## config.mk

```make
export PLATFORM = sky130hd
export DESIGN_NAME = led_cube_node_to_coordinate_unit
export DESIGN_NICKNAME = d
export VERILOG_FILES = /design/src/rtl/lcn_pkg.sv /design/src/rtl/led_cube_node_to_coordinate_unit.sv /design/src/rtl/lcn_div_pipe.sv /design/src/rtl/lcn_map.sv
export SDC_FILE = /design/constraint.sdc
export NUM_CORES = 2
export LEC_CHECK = 0
export ABC_CLOCK_PERIOD_IN_PS = 4340
export BUFFER_PORTS_ARGS = -buffer_cell sky130_fd_sc_hd__clkbuf_2
export CAP_MARGIN = 20
export CORE_MARGIN = 3
export CORE_UTILIZATION = 57
export CTS_BUF_LIST = sky130_fd_sc_hd__clkbuf_16
export DETAILED_ROUTE_END_ITERATION = 10
export GPL_TIMING_DRIVEN = 1
export PLACE_DENSITY = 0.73
export SLEW_MARGIN = 15
export SYNTH_ARGS = -nofsm -noshare
export SYNTH_HDL_FRONTEND = slang
export SYNTH_SLANG_ARGS = --single-unit
```

## constraint.sdc

```tcl
create_clock -name clk_i -period 4.34 [get_ports clk_i]
set_input_delay 0.434 -clock clk_i [delete_from_list [all_inputs] [get_ports clk_i]]
set_output_delay 0.434 -clock clk_i [all_outputs]
set_load 0.01 [all_outputs]
```

## src/rtl/lcn_pkg.sv

```systemverilog
// Shared types, constants and the orientation table of the LED cube node decoder.
`timescale 1ns / 1ps
`default_nettype none
package lcn_pkg;

  localparam int IDX_W       = 18;
  localparam int DIM_REG_W   = 7;
  localparam int COORD_OUT_W = 6;
  localparam int CFG_IDX_W   = 3;
  localparam int MAX_DIM_DEF = 64;
  localparam int NUM_CUBE_STYLES = 6;

  // Configuration register indexes.
  localparam logic [CFG_IDX_W-1:0] REG_CUBE_WIDTH   = 3'd0;
  localparam logic [CFG_IDX_W-1:0] REG_CUBE_HEIGHT  = 3'd1;
  localparam logic [CFG_IDX_W-1:0] REG_CUBE_DEPTH   = 3'd2;
  localparam logic [CFG_IDX_W-1:0] REG_START_CORNER = 3'd3;
  localparam logic [CFG_IDX_W-1:0] REG_CUBE_STYLE   = 3'd4;
  localparam logic [CFG_IDX_W-1:0] REG_STRAND_STYLE = 3'd5;
  localparam logic [CFG_IDX_W-1:0] REG_STRAND_LAYER = 3'd6;

  // Strand styles.
  localparam logic [1:0] STRAND_ZIGZAG   = 2'd0;
  localparam logic [1:0] STRAND_STRAIGHT = 2'd1;
  localparam logic [1:0] STRAND_ALT      = 2'd2;

  // Quarter-turn codes: none, one positive, two, one negative.
  localparam logic [1:0] T0 = 2'd0;
  localparam logic [1:0] TP = 2'd1;
  localparam logic [1:0] T2 = 2'd2;
  localparam logic [1:0] TN = 2'd3;

  // Per entry: x turns, y turns, z turns, x mirror. Index is corner * 6 + style.
  localparam logic [6:0] XFORM_TABLE [48] = '{
    {TP,T0,TN,1'b0}, {T0,T0,TN,1'b1}, {T0,TN,T0,1'b1},
    {T0,T0,T0,1'b0}, {TN,T2,T0,1'b1}, {TN,TN,T0,1'b0},
    {TP,T0,TN,1'b1}, {T0,T0,TN,1'b0}, {T0,TN,T0,1'b0},
    {T0,T0,T0,1'b1}, {TN,T2,T0,1'b0}, {TN,TN,T0,1'b1},
    {TP,T0,TP,1'b1}, {T0,T0,TP,1'b0}, {T0,TN,T2,1'b0},
    {T0,T0,T2,1'b1}, {TN,T2,T2,1'b0}, {TN,TN,T2,1'b1},
    {TP,T0,TP,1'b0}, {T0,T0,TP,1'b1}, {T0,TN,T2,1'b1},
    {T0,T0,T2,1'b0}, {TN,T2,T2,1'b1}, {TN,TN,T2,1'b0},
    {TN,T0,TN,1'b1}, {T0,T2,TP,1'b0}, {T0,TP,T0,1'b0},
    {T0,T2,T0,1'b1}, {TN,T0,T0,1'b0}, {TN,TP,T0,1'b1},
    {TN,T0,TN,1'b0}, {T0,T2,TP,1'b1}, {T0,TP,T0,1'b1},
    {T0,T2,T0,1'b0}, {TN,T0,T0,1'b1}, {TN,TP,T0,1'b0},
    {TN,T0,TP,1'b0}, {T0,T2,TN,1'b1}, {T0,TN,T2,1'b0},
    {T2,T0,T0,1'b0}, {TN,T2,T2,1'b0}, {TP,TN,T0,1'b0},
    {TN,T0,TP,1'b1}, {T0,T2,TN,1'b0}, {T0,TN,T2,1'b1},
    {T2,T0,T0,1'b1}, {TN,T2,T2,1'b1}, {TP,TN,T0,1'b1}
  };

  // Static controls for the mapping stages.
  typedef struct packed {
    logic [1:0] xr;
    logic [1:0] yr;
    logic [1:0] zr;
    logic       mirror;
    logic [1:0] sstyle;
    logic       per_layer;
  } map_ctrl_t;

endpackage
`default_nettype wire

```

## src/rtl/led_cube_node_to_coordinate_unit.sv

```systemverilog
// Top level of the LED cube node-to-voxel decoder.
`timescale 1ns / 1ps
`default_nettype none
// Pipeline from the accepting edge to done_o: three entry stages, two dividers of one
// quotient bit per stage and four map stages.
// Throughput: one word per cycle; busy_o stays low and the receiver cannot stall.
// Reset: asynchronous, active low; dimensions return to 1, other configuration registers to 0, and all
// pipeline valid bits clear.
module led_cube_node_to_coordinate_unit import lcn_pkg::*; #(
  parameter int MAX_DIM = MAX_DIM_DEF
) (
  input  wire logic                   clk_i,
  input  wire logic                   rst_ni,
  input  wire logic                   start_i,
  output logic                        busy_o,
  input  wire logic [IDX_W-1:0]       node_index_i,
  output logic                        done_o,
  output logic [COORD_OUT_W-1:0]      voxel_x_o,
  output logic [COORD_OUT_W-1:0]      voxel_y_o,
  output logic [COORD_OUT_W-1:0]      voxel_z_o,
  output logic                        index_out_of_range_o,
  input  wire logic                   cfg_we_i,
  input  wire logic [CFG_IDX_W-1:0]   cfg_idx_i,
  input  wire logic [DIM_REG_W-1:0]   cfg_data_i
);

  localparam int QW = $clog2(MAX_DIM);
  localparam int DW = $clog2(MAX_DIM + 1);

  // Configuration registers.
  logic [DIM_REG_W-1:0] cube_width_q, cube_height_q, cube_depth_q;
  logic [2:0]           start_corner_q, cube_style_q;
  logic [1:0]           strand_style_q;
  logic                 strand_layer_q;

  always_ff @(posedge clk_i or negedge rst_ni) begin
    if (!rst_ni) begin
      cube_width_q   <= DIM_REG_W'(1);
      cube_height_q  <= DIM_REG_W'(1);
      cube_depth_q   <= DIM_REG_W'(1);
      start_corner_q <= '0;
      cube_style_q   <= '0;
      strand_style_q <= '0;
      strand_layer_q <= 1'b0;
    end else if (cfg_we_i) begin
      unique case (cfg_idx_i)
        REG_CUBE_WIDTH:   cube_width_q   <= cfg_data_i;
        REG_CUBE_HEIGHT:  cube_height_q  <= cfg_data_i;
        REG_CUBE_DEPTH:   cube_depth_q   <= cfg_data_i;
        REG_START_CORNER: start_corner_q <= cfg_data_i[2:0];
        REG_CUBE_STYLE:   cube_style_q   <= cfg_data_i[2:0];
        REG_STRAND_STYLE: strand_style_q <= cfg_data_i[1:0];
        REG_STRAND_LAYER: strand_layer_q <= cfg_data_i[0];
        default: ;
      endcase
    end
  end

  // Dimensions are clamped to 1..MAX_DIM before any use.
  function automatic logic [DW-1:0] clamp_dim(input logic [DIM_REG_W-1:0] v);
    logic [DW-1:0] r;
    if (v == '0) begin
      r = DW'(1);
    end else if (int'(v) > MAX_DIM) begin
      r = DW'(MAX_DIM);
    end else begin
      r = DW'(v);
    end
    return r;
  endfunction

  // The user must keep the configuration static while words are in flight; the block
  // does not enforce this. Everything derived from it is computed once here and
  // registered, and words read the range total no earlier than the map stage.
  logic [DW-1:0] w0, h0, d0, w1, h1, d1, h2, d2, w3, w4;
  logic [2:0]    style;
  logic [6:0]    entry;
  logic          xq, yq, zq;
  map_ctrl_t     ctrl_d;

  always_comb begin
    w0 = clamp_dim(cube_width_q);
    h0 = clamp_dim(cube_height_q);
    d0 = clamp_dim(cube_depth_q);
    style = (int'(cube_style_q) >= NUM_CUBE_STYLES) ? 3'd0 : cube_style_q;
    entry = XFORM_TABLE[6'(6'(start_corner_q) * 6'd6 + 6'(style))];
    ctrl_d.xr = entry[6:5];
    ctrl_d.yr = entry[4:3];
    ctrl_d.zr = entry[2:1];
    ctrl_d.mirror = entry[0];
    ctrl_d.sstyle = (strand_style_q == 2'd3) ? STRAND_ZIGZAG : strand_style_q;
    ctrl_d.per_layer = strand_layer_q;
    // A single quarter turn about an axis swaps the other two extents.
    xq = (ctrl_d.xr == TP) || (ctrl_d.xr == TN);
    yq = (ctrl_d.yr == TP) || (ctrl_d.yr == TN);
    zq = (ctrl_d.zr == TP) || (ctrl_d.zr == TN);
    // Pre-swap to undo the later rotations.
    w1 = zq ? h0 : w0;
    h1 = zq ? w0 : h0;
    d1 = d0;
    if (yq) begin
      d1 = w1;
      w1 = d0;
    end
    if (xq) begin
      h2 = d1;
      d2 = h1;
      d1 = h1;
      h1 = h2;
    end
    // Extents as the rotation stages see them.
    h2 = xq ? d1 : h1;
    d2 = xq ? h1 : d1;
    w3 = yq ? d2 : w1;
    w4 = zq ? h2 : w3;
  end

  logic [DW-1:0]   w0_q, h0_q, d0_q, w1_q, h1_q, d1_q, h2_q, d2_q, w3_q, w4_q;
  map_ctrl_t       ctrl_q;
  logic [2*DW-1:0] lsize_q, wh0_q;
  logic [DW-1:0]   d0b_q;
  logic [3*DW-1:0] total_q;

  always_ff @(posedge clk_i) begin
    w0_q    <= w0;
    h0_q    <= h0;
    d0_q    <= d0;
    w1_q    <= w1;
    h1_q    <= h1;
    d1_q    <= d1;
    h2_q    <= h2;
    d2_q    <= d2;
    w3_q    <= w3;
    w4_q    <= w4;
    ctrl_q  <= ctrl_d;
    lsize_q <= (2*DW)'(w1_q) * (2*DW)'(h1_q);
    wh0_q   <= (2*DW)'(w0_q) * (2*DW)'(h0_q);
    d0b_q   <= d0_q;
    total_q <= (3*DW)'(wh0_q) * (3*DW)'(d0b_q);
  end

  // Entry stages.
  logic             v0_q, v1_q, v2_q;
  logic [IDX_W-1:0] i0_q, i1_q, i2_q;

  assign busy_o = 1'b0;

  always_ff @(posedge clk_i or negedge rst_ni) begin
    if (!rst_ni) begin
      v0_q <= 1'b0;
      v1_q <= 1'b0;
      v2_q <= 1'b0;
    end else begin
      v0_q <= start_i && !busy_o;
      v1_q <= v0_q;
      v2_q <= v1_q;
    end
  end

  always_ff @(posedge clk_i) begin
    i0_q <= node_index_i;
    i1_q <= i0_q;
    i2_q <= i1_q;
  end

  // Layer = index / layer size; the remainder is the offset in the layer.
  logic             dv1_valid;
  logic [QW-1:0]    dv1_quo;
  logic [IDX_W-1:0] dv1_rem;
  logic [IDX_W-1:0] dv1_pay;

  lcn_div_pipe #(
    .QW   (QW),
    .NW   (IDX_W),
    .DENW (2*DW),
    .PW   (IDX_W)
  ) u_div_layer (
    .clk_i   (clk_i),
    .rst_ni  (rst_ni),
    .valid_i (v2_q),
    .num_i   (i2_q),
    .den_i   (lsize_q),
    .pay_i   (i2_q),
    .valid_o (dv1_valid),
    .quo_o   (dv1_quo),
    .rem_o   (dv1_rem),
    .pay_o   (dv1_pay)
  );

  // Row = offset / width; the remainder is the column.
  logic                dv2_valid;
  logic [QW-1:0]       dv2_quo;
  logic [IDX_W-1:0]    dv2_rem;
  logic [IDX_W+QW-1:0] dv2_pay;

  lcn_div_pipe #(
    .QW   (QW),
    .NW   (IDX_W),
    .DENW (DW),
    .PW   (IDX_W + QW)
  ) u_div_row (
    .clk_i   (clk_i),
    .rst_ni  (rst_ni),
    .valid_i (dv1_valid),
    .num_i   (dv1_rem),
    .den_i   (w1_q),
    .pay_i   ({dv1_pay, dv1_quo}),
    .valid_o (dv2_valid),
    .quo_o   (dv2_quo),
    .rem_o   (dv2_rem),
    .pay_o   (dv2_pay)
  );

  logic [QW-1:0] map_x, map_y, map_z;

  lcn_map #(
    .MAX_DIM (MAX_DIM)
  ) u_map (
    .clk_i   (clk_i),
    .rst_ni  (rst_ni),
    .valid_i (dv2_valid),
    .idx_i   (dv2_pay[IDX_W+QW-1:QW]),
    .z_i     (dv2_pay[QW-1:0]),
    .y_i     (dv2_quo),
    .col_i   (dv2_rem[QW-1:0]),
    .total_i (total_q),
    .w1_i    (w1_q),
    .h1_i    (h1_q),
    .d1_i    (d1_q),
    .h2_i    (h2_q),
    .d2_i    (d2_q),
    .w3_i    (w3_q),
    .w4_i    (w4_q),
    .ctrl_i  (ctrl_q),
    .valid_o (done_o),
    .x_o     (map_x),
    .y_o     (map_y),
    .z_o     (map_z),
    .oor_o   (index_out_of_range_o)
  );

  // Coordinates leave masked to the port width.
  assign voxel_x_o = COORD_OUT_W'(map_x);
  assign voxel_y_o = COORD_OUT_W'(map_y);
  assign voxel_z_o = COORD_OUT_W'(map_z);

endmodule
`default_nettype wire

```

## src/rtl/lcn_div_pipe.sv

```systemverilog
// Pipelined restoring divider, one quotient bit per register stage.
`timescale 1ns / 1ps
`default_nettype none
module lcn_div_pipe #(
  parameter int QW   = 6,
  parameter int NW   = 18,
  parameter int DENW = 14,
  parameter int PW   = 18
) (
  input  wire logic            clk_i,
  input  wire logic            rst_ni,
  input  wire logic            valid_i,
  input  wire logic [NW-1:0]   num_i,
  input  wire logic [DENW-1:0] den_i,
  input  wire logic [PW-1:0]   pay_i,
  output logic                 valid_o,
  output logic [QW-1:0]        quo_o,
  output logic [NW-1:0]        rem_o,
  output logic [PW-1:0]        pay_o
);

  localparam int CW = (NW > DENW + QW) ? NW : DENW + QW;

  logic          vld_q [QW];
  logic [NW-1:0] rem_q [QW];
  logic [QW-1:0] quo_q [QW];
  logic [PW-1:0] pay_q [QW];

  for (genvar i = 0; i < QW; i++) begin : g_step
    localparam int SH = QW - 1 - i;
    logic          vld_in;
    logic [NW-1:0] rem_in;
    logic [QW-1:0] quo_in;
    logic [PW-1:0] pay_in;
    logic [CW-1:0] rem_ext;
    logic [CW-1:0] den_sh;
    logic          fits;
    logic [NW-1:0] rem_d;
    logic [QW-1:0] quo_d;

    if (i == 0) begin : g_first
      assign vld_in = valid_i;
      assign rem_in = num_i;
      assign quo_in = '0;
      assign pay_in = pay_i;
    end else begin : g_next
      assign vld_in = vld_q[i-1];
      assign rem_in = rem_q[i-1];
      assign quo_in = quo_q[i-1];
      assign pay_in = pay_q[i-1];
    end

    always_comb begin
      rem_ext = CW'(rem_in);
      den_sh  = CW'(den_i) << SH;
      fits    = (rem_ext >= den_sh);
      rem_d   = fits ? NW'(rem_ext - den_sh) : rem_in;
      quo_d   = fits ? (quo_in | (QW'(1) << SH)) : quo_in;
    end

    always_ff @(posedge clk_i or negedge rst_ni) begin
      if (!rst_ni) begin
        vld_q[i] <= 1'b0;
      end else begin
        vld_q[i] <= vld_in;
      end
    end

    always_ff @(posedge clk_i) begin
      rem_q[i] <= rem_d;
      quo_q[i] <= quo_d;
      pay_q[i] <= pay_in;
    end
  end

  assign valid_o = vld_q[QW-1];
  assign quo_o   = quo_q[QW-1];
  assign rem_o   = rem_q[QW-1];
  assign pay_o   = pay_q[QW-1];

endmodule
`default_nettype wire

```

## src/rtl/lcn_map.sv

```systemverilog
// Strand decode, layer reversal, three rotation stages and the final mirror.
`timescale 1ns / 1ps
`default_nettype none
module lcn_map import lcn_pkg::*; #(
  parameter int MAX_DIM = MAX_DIM_DEF
) (
  input  wire logic                          clk_i,
  input  wire logic                          rst_ni,
  input  wire logic                          valid_i,
  input  wire logic [IDX_W-1:0]              idx_i,
  input  wire logic [$clog2(MAX_DIM)-1:0]    z_i,
  input  wire logic [$clog2(MAX_DIM)-1:0]    y_i,
  input  wire logic [$clog2(MAX_DIM)-1:0]    col_i,
  input  wire logic [3*$clog2(MAX_DIM+1)-1:0] total_i,
  input  wire logic [$clog2(MAX_DIM+1)-1:0]  w1_i,
  input  wire logic [$clog2(MAX_DIM+1)-1:0]  h1_i,
  input  wire logic [$clog2(MAX_DIM+1)-1:0]  d1_i,
  input  wire logic [$clog2(MAX_DIM+1)-1:0]  h2_i,
  input  wire logic [$clog2(MAX_DIM+1)-1:0]  d2_i,
  input  wire logic [$clog2(MAX_DIM+1)-1:0]  w3_i,
  input  wire logic [$clog2(MAX_DIM+1)-1:0]  w4_i,
  input  wire map_ctrl_t                     ctrl_i,
  output logic                               valid_o,
  output logic [$clog2(MAX_DIM)-1:0]         x_o,
  output logic [$clog2(MAX_DIM)-1:0]         y_o,
  output logic [$clog2(MAX_DIM)-1:0]         z_o,
  output logic                               oor_o
);

  localparam int QW = $clog2(MAX_DIM);
  localparam int DW = $clog2(MAX_DIM + 1);
  localparam int TW = 3 * DW;
  localparam int EW = (TW > IDX_W) ? TW : IDX_W;

  // One rotation of the pair (a, b) inside extents (ea, eb).
  function automatic logic [2*QW-1:0] turn(input logic [QW-1:0] a, input logic [QW-1:0] b,
                                           input logic [1:0] code, input logic first,
                                           input logic [DW-1:0] ea, input logic [DW-1:0] eb);
    logic [DW-1:0] na;
    logic [DW-1:0] nb;
    unique case (code)
      T0: begin
        na = DW'(a);
        nb = DW'(b);
      end
      T2: begin
        na = ea - DW'(a) - DW'(1);
        nb = eb - DW'(b) - DW'(1);
      end
      default: begin
        if (first) begin
          na = eb - DW'(b) - DW'(1);
          nb = DW'(a);
        end else begin
          na = DW'(b);
          nb = ea - DW'(a) - DW'(1);
        end
      end
    endcase
    return {QW'(na), QW'(nb)};
  endfunction

  logic          v1_q, v2_q, v3_q, v4_q;
  logic          o1_q, o2_q, o3_q;
  logic [QW-1:0] x1_q, y1_q, z1_q;
  logic [QW-1:0] x2_q, y2_q, z2_q;
  logic [QW-1:0] x3_q, y3_q, z3_q;
  logic [QW-1:0] x4_q, y4_q, z4_q;
  logic          o4_q;

  // Stage one: column to x along the strand, reversal of odd layers, range flag.
  logic [DW:0]   colw, half, xa;
  logic [QW-1:0] x1_d, y1_d;
  logic          o1_d;

  always_comb begin
    colw = (DW+1)'(col_i);
    half = ((DW+1)'(w1_i) + (DW+1)'(1)) >> 1;
    if (ctrl_i.sstyle == STRAND_ALT) begin
      if (colw + (DW+1)'(1) <= half) begin
        xa = colw << 1;
      end else begin
        xa = (((DW+1)'(w1_i) - colw - (DW+1)'(1)) << 1) + (DW+1)'(1);
      end
    end else if (ctrl_i.sstyle == STRAND_STRAIGHT || !y_i[0]) begin
      xa = colw;
    end else begin
      xa = (DW+1)'(w1_i) - colw - (DW+1)'(1);
    end
    x1_d = QW'(xa);
    y1_d = y_i;
    if (!ctrl_i.per_layer && z_i[0]) begin
      y1_d = QW'(h1_i - DW'(y_i) - DW'(1));
      if (h1_i[0] && ctrl_i.sstyle == STRAND_ZIGZAG) begin
        x1_d = QW'(w1_i - DW'(x1_d) - DW'(1));
      end
    end
    o1_d = (EW'(idx_i) >= EW'(total_i));
  end

  logic [2*QW-1:0] rx, ry, rz;
  logic [QW-1:0]   x4_d;

  always_comb begin
    rx = turn(y1_q, z1_q, ctrl_i.xr, ctrl_i.xr == TP, h1_i, d1_i);
    ry = turn(x2_q, z2_q, ctrl_i.yr, ctrl_i.yr == TN, w1_i, d2_i);
    rz = turn(x3_q, y3_q, ctrl_i.zr, ctrl_i.zr == TN, w3_i, h2_i);
    x4_d = rz[2*QW-1:QW];
    if (ctrl_i.mirror) begin
      x4_d = QW'(w4_i - DW'(rz[2*QW-1:QW]) - DW'(1));
    end
  end

  always_ff @(posedge clk_i or negedge rst_ni) begin
    if (!rst_ni) begin
      v1_q <= 1'b0;
      v2_q <= 1'b0;
      v3_q <= 1'b0;
      v4_q <= 1'b0;
    end else begin
      v1_q <= valid_i;
      v2_q <= v1_q;
      v3_q <= v2_q;
      v4_q <= v3_q;
    end
  end

  always_ff @(posedge clk_i) begin
    x1_q <= x1_d;
    y1_q <= y1_d;
    z1_q <= z_i;
    o1_q <= o1_d;
    x2_q <= x1_q;
    y2_q <= rx[2*QW-1:QW];
    z2_q <= rx[QW-1:0];
    o2_q <= o1_q;
    x3_q <= ry[2*QW-1:QW];
    y3_q <= y2_q;
    z3_q <= ry[QW-1:0];
    o3_q <= o2_q;
    // Out-of-range words report the origin.
    x4_q <= o3_q ? '0 : x4_d;
    y4_q <= o3_q ? '0 : rz[QW-1:0];
    z4_q <= o3_q ? '0 : z3_q;
    o4_q <= o3_q;
  end

  assign valid_o = v4_q;
  assign x_o     = x4_q;
  assign y_o     = y4_q;
  assign z_o     = z4_q;
  assign oor_o   = o4_q;

endmodule
`default_nettype wire

```

==> out/summary.md <==
The run finished with clean final reports. For the clock buffer count from CTS, the log shows 78. The clock period minus final worst setup slack is 4299 ps, and the clock slew at the register clock pins of the worst setup and hold paths is 60 ps.

Row generation in the floorplan step produced 91 rows. After global routing, the most crowded layer is met2. Derived from the worst setup path, the maximum achievable clock frequency is 0.2326 GHz. The total number of vias was 24050.

Final hold analysis gives a worst-case slack of 90.21 ps. The worst pin sits at a relative slew slack of 25.40%. Dividing the detail-routed wire length by the instance count gives 15.97 um.

The remaining number of nets flagged by the antenna check after routing is 0. At the worst endpoint, the arrival time is 4840 ps. The layout filler cell count was 4854.

For the worst-skew pair, the clock arrives at the later sink with an insertion delay of 640 ps. The tools report the max-slew violation count as 0. The summed area of non-filler cells in the final layout came out at 40960 um2.

The via count of the first global-routing pass was 24080; the met2 demand-to-capacity share in global routing was 37.83%. Setup violations remaining at the end of the flow were counted as 0. The worst register-to-register path begins at d0b_q[1]. The synthesized area divided by synthesized cell count is 10.36 um2.

In this run the count of I/O pins placed on the die edge is 53. The count of state elements after synthesis was 793; the number of antenna diodes was 0. TritonCTS built the clock tree.

Compared with the post-synthesis result, the final layout area differs by 13.23%. The clock drives 793 sinks. The dominant cell type by area after synthesis is sky130_fd_sc_hd__dfxtp_1. The largest delay contributor family on the critical path is adder cells. The total global routing overflow is 0, and the number of port buffers is 51. Number of enable flip-flop cells after synthesis: 0.

Sequential cells were found to cover 44.57% of the synthesized design area. The count of warnings emitted by yosys came out at 0. The slew at the pin closest to its max-slew limit was 1117 ps; the number of search-and-repair iterations in the first detailed-routing pass was 7. The starting density of the core came out at 58.08%.

From left edge to right edge, the die measures 257.9 um. The tools report the end of the worst register-to-register path as total_q[18]. The largest buffer count on any clock path is 3, and the total track usage is 22.18%.

The worst register-to-register path has a setup slack of 40 ps. The first global-routing pass estimated 120100 um of wire. The total routed wirelength is 72920 um, and the number of buffers and inverters on the critical path is 3.

The post-synthesis net count is 3973, and the count of nets after finishing is 4150. The logs give 1324 for the initial DRC count and 30 for the pin count of the biggest net entering global routing. The critical path goes through buf_4, and2_1, fa_1, fa_2, fa_1, inv_2, fa_1, inv_2, ha_4, o21a_1, o21a_1, nand2_1, o211ai_1, a21oi_2, o21bai_1, a21oi_1, xnor2_1. The final hold violation count was 0; the required time at the worst-slack endpoint was 4880 ps. The tools report the worst setup path startpoint as d0b_q[1].

Area share of the largest cell type after synthesis: 41.17%. After legalization and detailed placement, the total HPWL measured 54190 um. Synthesis produced 3493 cells. The fraction of final layout cells with drive strength greater than 1 came out at 12.09%. Die footprint: 66520 um2. Of the available clock period, the critical path in the final layout requires 99.05%. In this run the cell area measured after placement is 37890 um2.

The buffer type at the clock tree root was sky130_fd_sc_hd__clkbuf_16. The netlist uses 84 different library cells. The delay of the slowest cell on the worst path is 580 ps, and the fraction of met3 tracks used by global routing is 3.275%. Summing every instance area after synthesis gives 36170 um2.

Master of the slowest instance on the critical path: sky130_fd_sc_hd__fa_1. The startpoint kind of the worst setup timing path is a flop. Routability-driven placement finished with a final weighted congestion of 0.9003. The class of the most critical hold timing path is input pin to flop.

The logs give 0 for the final routed DRC violation total and 0 for the number of maximum-capacitance constraint violations. Following the worst setup path forward leads to its endpoint at total_q[18]. Met1 demand-to-capacity share in global routing: 28.57%.

After synthesis, the cell types taking the most area are sky130_fd_sc_hd__dfxtp_1 (41%), sky130_fd_sc_hd__ha_1 (11%), sky130_fd_sc_hd__fa_1 (7.2%). The cell that appears most often on the critical path is sky130_fd_sc_hd__fa_1. The core region is 62280 um2.

The most common flop cell mapped by yosys is sky130_fd_sc_hd__dfxtp_1. The critical path crosses 17 cells after its start point. The final setup skew was 44.37 ps.

In the final timing run, aggregate negative setup slack is 0 ps. The number of levels the H-tree was split into is 3. The vertical die dimension came out at 257.9 um. After detailed routing, the number of vias per cell comes to 5.266. Measured in cells, the most critical reg-to-reg path has a length of 17. The maximum fanout count along the critical path was 4. The tools report the number of antenna violations at the first check in global routing as 1.

Critical path endpoint category: a flop. The worst setup path is of the flop to flop kind. Counting flops with an async set or reset pin after synthesis yields a share of 6.179%.

Setup repair after global routing could not meet its margin everywhere.
layer usage:
| layer | wire length, um | share of wire [%] |
|---|---|---|
| met2 | 34710 | 48 |
| met5 | 0 | 0 |
| met3 | 2820 | 3.9 |
| met4 | 2592 | 3.6 |
| met1 | 32800 | 45 |
how the worst min path moves through the flow:
stage,startpoint,depth (start not counted),end,slack [ps]
after floorplan,rst_ni,0,cube_depth_q[1],140
after global placement,u_div_row.quo_q[2][4],0,u_div_row.quo_q[3][4],310
after detailed placement,i0_q[6],0,i1_q[6],310
after CTS,cfg_data_i[6],3,cube_depth_q[6],60
after global routing,cfg_data_i[6],3,cube_depth_q[6],70
final,cfg_data_i[6],3,cube_depth_q[6],90
synth_stat cells, types with 46 or more instances:
library cell               instances
sky130_fd_sc_hd__xor2_1           76
sky130_fd_sc_hd__nor2_1          148
sky130_fd_sc_hd__and2_1          120
sky130_fd_sc_hd__dfrtp_1          46
sky130_fd_sc_hd__clkbuf_1         50
sky130_fd_sc_hd__ha_1            317
sky130_fd_sc_hd__nor3_1           48
sky130_fd_sc_hd__xnor2_1         137
sky130_fd_sc_hd__fa_1            131
sky130_fd_sc_hd__a21o_1           75
sky130_fd_sc_hd__mux2_2           72
sky130_fd_sc_hd__dfxtp_1         744
sky130_fd_sc_hd__inv_1           376
sky130_fd_sc_hd__nor2b_1          51
sky130_fd_sc_hd__o21ai_0         170
sky130_fd_sc_hd__nand2_1         277
sky130_fd_sc_hd__mux2i_1          51
sky130_fd_sc_hd__a21oi_1         163
registers in the layout, summed over array words and instances, names as in the netlist, 7 cells and up:
name	flops
lsize_q	14
u_div_row.pay_q	144
cube_height_q	7
i1_q	18
u_div_layer.rem_q	99
cube_width_q	7
h0_q	7
total_q	21
u_div_row.rem_q	96
i0_q	18
cube_depth_q	7
w1_q	7
d0b_q	7
d0_q	7
ctrl_q	10
h1_q	7
u_div_layer.quo_q	21
wh0_q	14
i2_q	18
w0_q	7
u_div_layer.pay_q	102
u_div_row.quo_q	21
stage by stage:
| step | std cells | setup slack [ps] | util (%) |
|---|---|---|---|
| 6_report | 4567 | 41.07 | 65.77 |
| 4_1_cts | 4562 | 0.4210 | 65.52 |
| 2_1_floorplan | 3493 | 6.310 | - |
| 5_1_grt | 4567 | -99.38 | 65.77 |
| 3_3_place_gp | 4401 | -123.9 | 60.83 |
| 3_5_place_dp | 4401 | -217.4 | 60.83 |
worst min-delay path: stages:
cell	delay, ps
sky130_fd_sc_hd__clkbuf_2	130
sky130_fd_sc_hd__nand2_1	60
sky130_fd_sc_hd__o21ai_0	60
layout by cell type (no fill, tap or decap), types with 12 or more instances in the layout:
| master | synthesis | layout |
|---|---|---|
| sky130_fd_sc_hd__a211oi_1 | 21 | 20 |
| sky130_fd_sc_hd__a21boi_0 | 18 | 18 |
| sky130_fd_sc_hd__a21o_1 | 75 | 75 |
| sky130_fd_sc_hd__a21oi_1 | 163 | 151 |
| sky130_fd_sc_hd__a21oi_2 | 3 | 14 |
| sky130_fd_sc_hd__a222oi_1 | 13 | 13 |
| sky130_fd_sc_hd__and2_1 | 120 | 117 |
| sky130_fd_sc_hd__and3_1 | 12 | 12 |
| sky130_fd_sc_hd__buf_4 | 3 | 93 |
| sky130_fd_sc_hd__clkbuf_16 | 0 | 79 |
| sky130_fd_sc_hd__clkbuf_2 | 0 | 52 |
| sky130_fd_sc_hd__clkinv_1 | 0 | 12 |
| sky130_fd_sc_hd__dfrtp_1 | 46 | 46 |
| sky130_fd_sc_hd__dfxtp_1 | 744 | 719 |
| sky130_fd_sc_hd__dfxtp_2 | 0 | 20 |
| sky130_fd_sc_hd__dlygate4sd3_1 | 0 | 20 |
| sky130_fd_sc_hd__fa_1 | 131 | 129 |
| sky130_fd_sc_hd__ha_1 | 317 | 312 |
| sky130_fd_sc_hd__inv_1 | 376 | 385 |
| sky130_fd_sc_hd__mux2_2 | 72 | 72 |
| sky130_fd_sc_hd__mux2i_1 | 51 | 51 |
| sky130_fd_sc_hd__mux4_2 | 20 | 20 |
| sky130_fd_sc_hd__nand2_1 | 277 | 276 |
| sky130_fd_sc_hd__nand2b_1 | 36 | 36 |
| sky130_fd_sc_hd__nand3_1 | 38 | 38 |
| sky130_fd_sc_hd__nand4_1 | 20 | 20 |
| sky130_fd_sc_hd__nand4b_1 | 14 | 14 |
| sky130_fd_sc_hd__nor2_1 | 148 | 147 |
| sky130_fd_sc_hd__nor2b_1 | 51 | 51 |
| sky130_fd_sc_hd__nor3_1 | 48 | 46 |
| sky130_fd_sc_hd__nor4_1 | 19 | 18 |
| sky130_fd_sc_hd__o21a_1 | 21 | 21 |
| sky130_fd_sc_hd__o21ai_0 | 170 | 164 |
| sky130_fd_sc_hd__o21bai_1 | 24 | 23 |
| sky130_fd_sc_hd__o31ai_1 | 20 | 20 |
| sky130_fd_sc_hd__or3_1 | 19 | 19 |
| sky130_fd_sc_hd__xnor2_1 | 137 | 137 |
| sky130_fd_sc_hd__xor2_1 | 76 | 76 |
layout make-up:
type	instances	area [um2]	share of cell area, %
sequential	793	16170	39.47
tap	837	1047	2.557
inverter	379	1423	3.473
clock inverter	61	671.9	1.640
timing repair buffer	167	1175	2.868
multi-input combinational	2251	18500	45.16
clock buffer	79	1977	4.826
cell families after synthesis:
kind of cell,synth area share (%)
fa+ha+maj,18.21
simple gates,11.51
mux,4.898
other cells,0.01037
flops,44.57
compound gates,10.67
xor+xnor,5.354
buf+inv,4.766
timing repair:
item | in CTS | in global routing
pin swaps | 15 | 31
gates resized for setup | 15 | 56
hold buffers | 20 | 0
endpoints found under the hold margin | 44 | 0
setup endpoints to repair | 9 | 17
setup buffers | 1 | 4
Power is not shown: default switching activity piles up to over one toggle a cycle in this logic, so the estimate is an artifact.
